**src/rtl/sic_pkg.sv**
```systemverilog
// Package with the word types, widths and relation codes of the segment intersection classifier.
`default_nettype none

package sic_pkg;

    localparam int COORD_BITS = 16;
    localparam int FRAC_BITS  = 8;
    localparam int OUT_BITS   = COORD_BITS + FRAC_BITS;
    localparam int DIFF_BITS  = COORD_BITS + 1;
    localparam int PROD_BITS  = 2 * DIFF_BITS;
    localparam int CROSS_BITS = 2 * COORD_BITS + 3;
    localparam int MAG_BITS   = 2 * COORD_BITS + 2;
    localparam int HALF_BITS  = MAG_BITS / 2;
    localparam int HI_BITS    = MAG_BITS - HALF_BITS;
    localparam int NUM_BITS   = DIFF_BITS + MAG_BITS;
    localparam int QUO_BITS   = DIFF_BITS + FRAC_BITS;

    typedef enum logic [1:0] {
        REL_CROSS     = 2'd0,
        REL_PARALLEL  = 2'd1,
        REL_COLLINEAR = 2'd2,
        REL_NONE      = 2'd3
    } rel_t;

    typedef struct packed {
        logic signed [COORD_BITS-1:0] first_start_x;
        logic signed [COORD_BITS-1:0] first_start_y;
        logic signed [COORD_BITS-1:0] first_end_x;
        logic signed [COORD_BITS-1:0] first_end_y;
        logic signed [COORD_BITS-1:0] second_start_x;
        logic signed [COORD_BITS-1:0] second_start_y;
        logic signed [COORD_BITS-1:0] second_end_x;
        logic signed [COORD_BITS-1:0] second_end_y;
    } in_word_t;

    typedef struct packed {
        rel_t                       relation;
        logic signed [OUT_BITS-1:0] cross_x;
        logic signed [OUT_BITS-1:0] cross_y;
    } out_word_t;

    typedef struct packed {
        rel_t                         rel;
        logic                         do_div;
        logic signed [COORD_BITS-1:0] base_x;
        logic signed [COORD_BITS-1:0] base_y;
        logic [DIFF_BITS-1:0]         dlt_x;
        logic [DIFF_BITS-1:0]         dlt_y;
        logic [MAG_BITS-1:0]          d1_mag;
        logic [MAG_BITS-1:0]          d5_mag;
        logic                         neg_x;
        logic                         neg_y;
    } job_t;

endpackage

`default_nettype wire

```
**src/rtl/sic_queue.sv**
```systemverilog
// Small register queue that decouples the front pipeline from the back pipeline.
`default_nettype none

module sic_queue
    import sic_pkg::*;
#(
    parameter int DEPTH = 4
)
(
    input  wire logic clk,
    input  wire logic rst_n,
    input  wire logic push_valid,
    output logic      push_ready,
    input  wire job_t push_job,
    output logic      pop_valid,
    input  wire logic pop_ready,
    output job_t      pop_job
);

    localparam int PTR_W = $clog2(DEPTH);
    localparam int CNT_W = $clog2(DEPTH + 1);

    job_t mem_reg [DEPTH];
    logic [PTR_W-1:0] wr_ptr_reg, rd_ptr_reg;
    logic [CNT_W-1:0] cnt_reg;
    logic push, pop;

    assign push_ready = (cnt_reg != CNT_W'(DEPTH));
    assign pop_valid  = (cnt_reg != '0);
    assign pop_job    = mem_reg[rd_ptr_reg];
    assign push       = push_valid && push_ready;
    assign pop        = pop_valid && pop_ready;

    always_ff @(posedge clk or negedge rst_n)
    begin
        if (!rst_n)
        begin
            wr_ptr_reg <= '0;
            rd_ptr_reg <= '0;
            cnt_reg    <= '0;
        end
        else
        begin
            if (push)
            begin
                wr_ptr_reg <= (wr_ptr_reg == PTR_W'(DEPTH - 1)) ? '0 : wr_ptr_reg + 1'b1;
            end
            if (pop)
            begin
                rd_ptr_reg <= (rd_ptr_reg == PTR_W'(DEPTH - 1)) ? '0 : rd_ptr_reg + 1'b1;
            end
            if (push && !pop)
            begin
                cnt_reg <= cnt_reg + 1'b1;
            end
            else if (pop && !push)
            begin
                cnt_reg <= cnt_reg - 1'b1;
            end
        end
    end

    always_ff @(posedge clk)
    begin
        if (push)
        begin
            mem_reg[wr_ptr_reg] <= push_job;
        end
    end

endmodule

`default_nettype wire

```
**config.mk**
```make
export PLATFORM = sky130hd
export DESIGN_NAME = sic_queue
export DESIGN_NICKNAME = d
export VERILOG_FILES = /design/src/rtl/sic_pkg.sv /design/src/rtl/sic_queue.sv
export SDC_FILE = /design/constraint.sdc
export NUM_CORES = 1
export LEC_CHECK = 0
export BUFFER_PORTS_ARGS = -buffer_cell sky130_fd_sc_hd__buf_2
export CAP_MARGIN = 20
export CORE_MARGIN = 2
export CORE_UTILIZATION = 60
export CTS_CLUSTER_DIAMETER = 120
export DETAILED_ROUTE_END_ITERATION = 7
export HOLD_SLACK_MARGIN = 0.08
export PLACE_DENSITY = 0.82
export SYNTH_ARGS = -nofsm -noshare
export SYNTH_HDL_FRONTEND = slang
export SYNTH_SLANG_ARGS = --single-unit
```
**constraint.sdc**
```tcl
create_clock -name clk -period 4.65 [get_ports clk]
set_clock_uncertainty 0.15 [all_clocks]
set_input_delay 0.465 -clock clk [delete_from_list [all_inputs] [get_ports clk]]
set_output_delay 0.465 -clock clk [all_outputs]
set_load 0.1 [all_outputs]
```
==> run summary <==
Counting every instance in the synthesized netlist gives 763. The post-synthesis xor/xnor area fraction is 0.128%. The die boundary height is 189 um. The clock passes through at most 3 buffers. Die span in x: 189 um. For the detailed router's first-iteration violation count, the log shows 739. The main combinational cell family by area after synthesis was multiplexers.

Deepest level of the CTS H-tree: 2. The layer with the highest usage after global routing was met2. The run gives 140 as the count of hold-fix buffers inserted at cts. The count of nets left with antenna violations once routing finished came out at 0. By area the synthesized netlist is led by edfxtp_1 81%, mux4_2 15%, dfrtp_1 0.85%, buf_6 0.55%, buf_2 0.39%. The most frequently used flop master after synthesis was edfxtp_1. The largest total area in the synthesized netlist belongs to edfxtp_1. Counting I/O delays and the setup requirement, the final critical path takes 3480 ps.

Top-level port count: 284. The tools report the nature of the critical path startpoint as a flop. At the later pin of the worst-skew pair, clock insertion delay measures 580 ps. The maximum single-stage delay on the critical path is 910 ps. The complex-gate fraction of the synthesized area is 0%, and the number of placement rows is 67. The part of the cycle the worst path needs came out at 74.8%. After floorplanning, the core was sized to cover 33,600 um^2. CTS saw 563 sinks. After synthesis the netlist holds a flip-flop and latch count of 563. The ratio of routed vias to standard cells is 5.85, and the initial core utilization is 61.0%.

The largest fanout of any net on the critical path was 37; the number of cell instances on the worst register-to-register path was 3. The number of nets in the layout came out at 1,378. The flow ran to the end, and the final reports show no timing, DRC or antenna violations. The synthesized netlist devotes 0.354% of its cell area to simple gates.

The number of nets in the synthesized netlist is 913. The total global routing overflow was 0. The number of antenna violations at the first check in global routing was 3; the number of instances resized during post-cts repair was 0. In this run the post-CTS setup repair buffer count came out at 0. The register with the most flip-flops in the layout has 556 of them. The commonest non-fill, non-tap cell in the layout was edfxtp_1.

Number of buffers inserted during clock tree synthesis: 54. The share of cell area taken by muxes after synthesis came out at 15.6%. TritonCTS built the clock tree.

Timing would allow up to 287 MHz. The first detailed-routing pass ran for 7 iterations. The mean instance size in the synthesized netlist came out at 26.9 um^2. The final-layout fill cell count was 1,732; the number of instances in the placed design was 1,480.

Excluding fillers, the count of instances in the completed layout stands at 1,721. Summed over all nets, the half-perimeter wirelength after detailed placement is 23,700 um. The worst-path cell with the longest stage delay was dfrtp_4.

At the worst endpoint, the required time is 4030 ps. Maximum number of pins on one net before global-route repair: 61. Counting distinct cell types in the post-synthesis netlist gives 20. For the via count of the first global-routing pass, the log shows 10,700. Count of warnings emitted by yosys: 0. For the first-pass GRT wire length, the log shows 66,000 um.

The count of input and output buffers is 283. In this run, synthesis inferred 556 flip-flops with an integrated enable. The synthesized netlist devotes 0.464% of its cell area to adder and majority cells. Of the cells placed in the final design, the portion with a size suffix greater than 1 is 41.3%. The transition time of the tightest slew-check pin was 989 ps; the die footprint was 35,700 um^2. Summing the sequential cell areas from Yosys gives 82.3% of the chip area. Setup violations remaining at the end of the flow were counted as 0. The setup path with the least slack is of type reg -> out.

At the end of routability-driven placement, the weighted congestion stood at 0.748. Across all hold checks on the routed design, the worst slack comes to 152 ps. The critical path goes through buf_4 > mux4_2 > buf_2.

Post-synthesis to final-layout area growth: 24.6%. Number of max-cap violations: 0. The final layout contains routed wiring with a total length of 44,100 um. Detailed routing inserted a total of 10,100 vias.

Summing every instance area after synthesis gives 20,500 um^2. The average wire per standard cell was 25.6 um. Share of the synthesized area in the top cell type: 81.5%. The total DRC errors in the routed layout was 0; the async set or reset register ratio after synthesis was 1.24%. The type of the worst min-delay path is in -> async. For the final routed database, the setup TNS stands at 0 ps.

For the worst setup path, the data arrival time is 2860 ps. The library cells used most frequently in the layout, excluding fill and tap cells, are 556 x edfxtp_1, 283 x buf_2, 140 x dlygate4sd3_1. The met2 usage in global routing was 43.9%; the final number of max-transition violations was 0. Clock tree synthesis selected as its root buffer the cell clkbuf_16. Clock-pin slew reported for the worst setup and hold paths after clock tree synthesis: 60 ps. The tools report the number of failing hold endpoints at the final stage as 0. For this run, the total global-route usage over all layers was measured as 25.3%. Setup repair after global routing left no endpoint under its margin. The worst setup path is captured at an output pin. For met3 alone, demand over resource in global routing was 5.89%. Global routing used 32.5% of the available met1 tracks.

The normalized max-slew margin was 34.0%.
==> through the flow <==
| step | utilization [%] | setup WS [ps] | area, um^2 |
|---|---|---|---|
| 3_5_place_dp | 66.9 | 1720 | 22500 |
| 6_report | 76.0 | 1170 | 25500 |
| 3_3_place_gp | 66.9 | 1730 | 22500 |
| 4_1_cts | 76.0 | 1080 | 25500 |
| 5_1_grt | 76.0 | 987 | 25500 |
| 2_1_floorplan | - | 1410 | 20500 |
==> worst max-delay path: cells and delay by family (launching register included) <==
kind	cells	cell delay, ps
buffers and inverters	2	760
flip-flops	1	910
multiplexers	1	600
==> final timing paths <==
| path | from | endpoint | slack (ps) |
|---|---|---|---|
| max | rd_ptr_reg[0]$_DFFE_PN0P_ | pop_job[113] | 1170 |
| min | rst_n | wr_ptr_reg[0]$_DFFE_PN0P_ | 150 |
| max reg2reg | cnt_reg[2]$_DFFE_PN0P_ | mem_reg[2][42]$_DFFE_PP_ | 1990 |
| min reg2reg | cnt_reg[2]$_DFFE_PN0P_ | cnt_reg[2]$_DFFE_PN0P_ | 370 |
| max in group asynchronous | rst_n | rd_ptr_reg[1]$_DFFE_PN0P_ | 4010 |
| min in group clk | pop_ready | rd_ptr_reg[0]$_DFFE_PN0P_ | 190 |
==> Yosys cell counts (3+ instances only) <==
cell      count
nor2_1        3
and3_2        4
buf_4         3
mux4_2      139
clkbuf_1      3
buf_6        10
inv_1         3
dfrtp_1       7
mux2_2        3
buf_2        16
edfxtp_1    556
ha_1          6
==> logic make-up after synthesis <==
group	after synthesis
muxes	144
buffers and inverters	35
xor gates and xnor gates	3
and+or+nand+nor	11
adders and majority gates	7
DFF	563
==> final cells by class <==
cell class	instances	area, um^2	area share (%)
antenna	2	5.00	0.0196
clock buffer	69	1430	5.60
clock inverter	30	221	0.867
inverter	3	11.3	0.0441
multi-input combinational	165	3400	13.3
sequential	563	16900	66.1
tap	448	561	2.20
timing repair buffer	441	3030	11.9
==> layer usage <==
layer,wire (um),up-vias,part of all wire (%)
met4,945,2,2.1
met1,16400,5261,37
met5,13,-,0.030
met2,23400,473,53
met3,3320,77,7.5
li1,-,4247,-
Power is left out: the tool's default activity adds up to more than one toggle a clock period on the data nets, which glitch-free logic cannot reach.
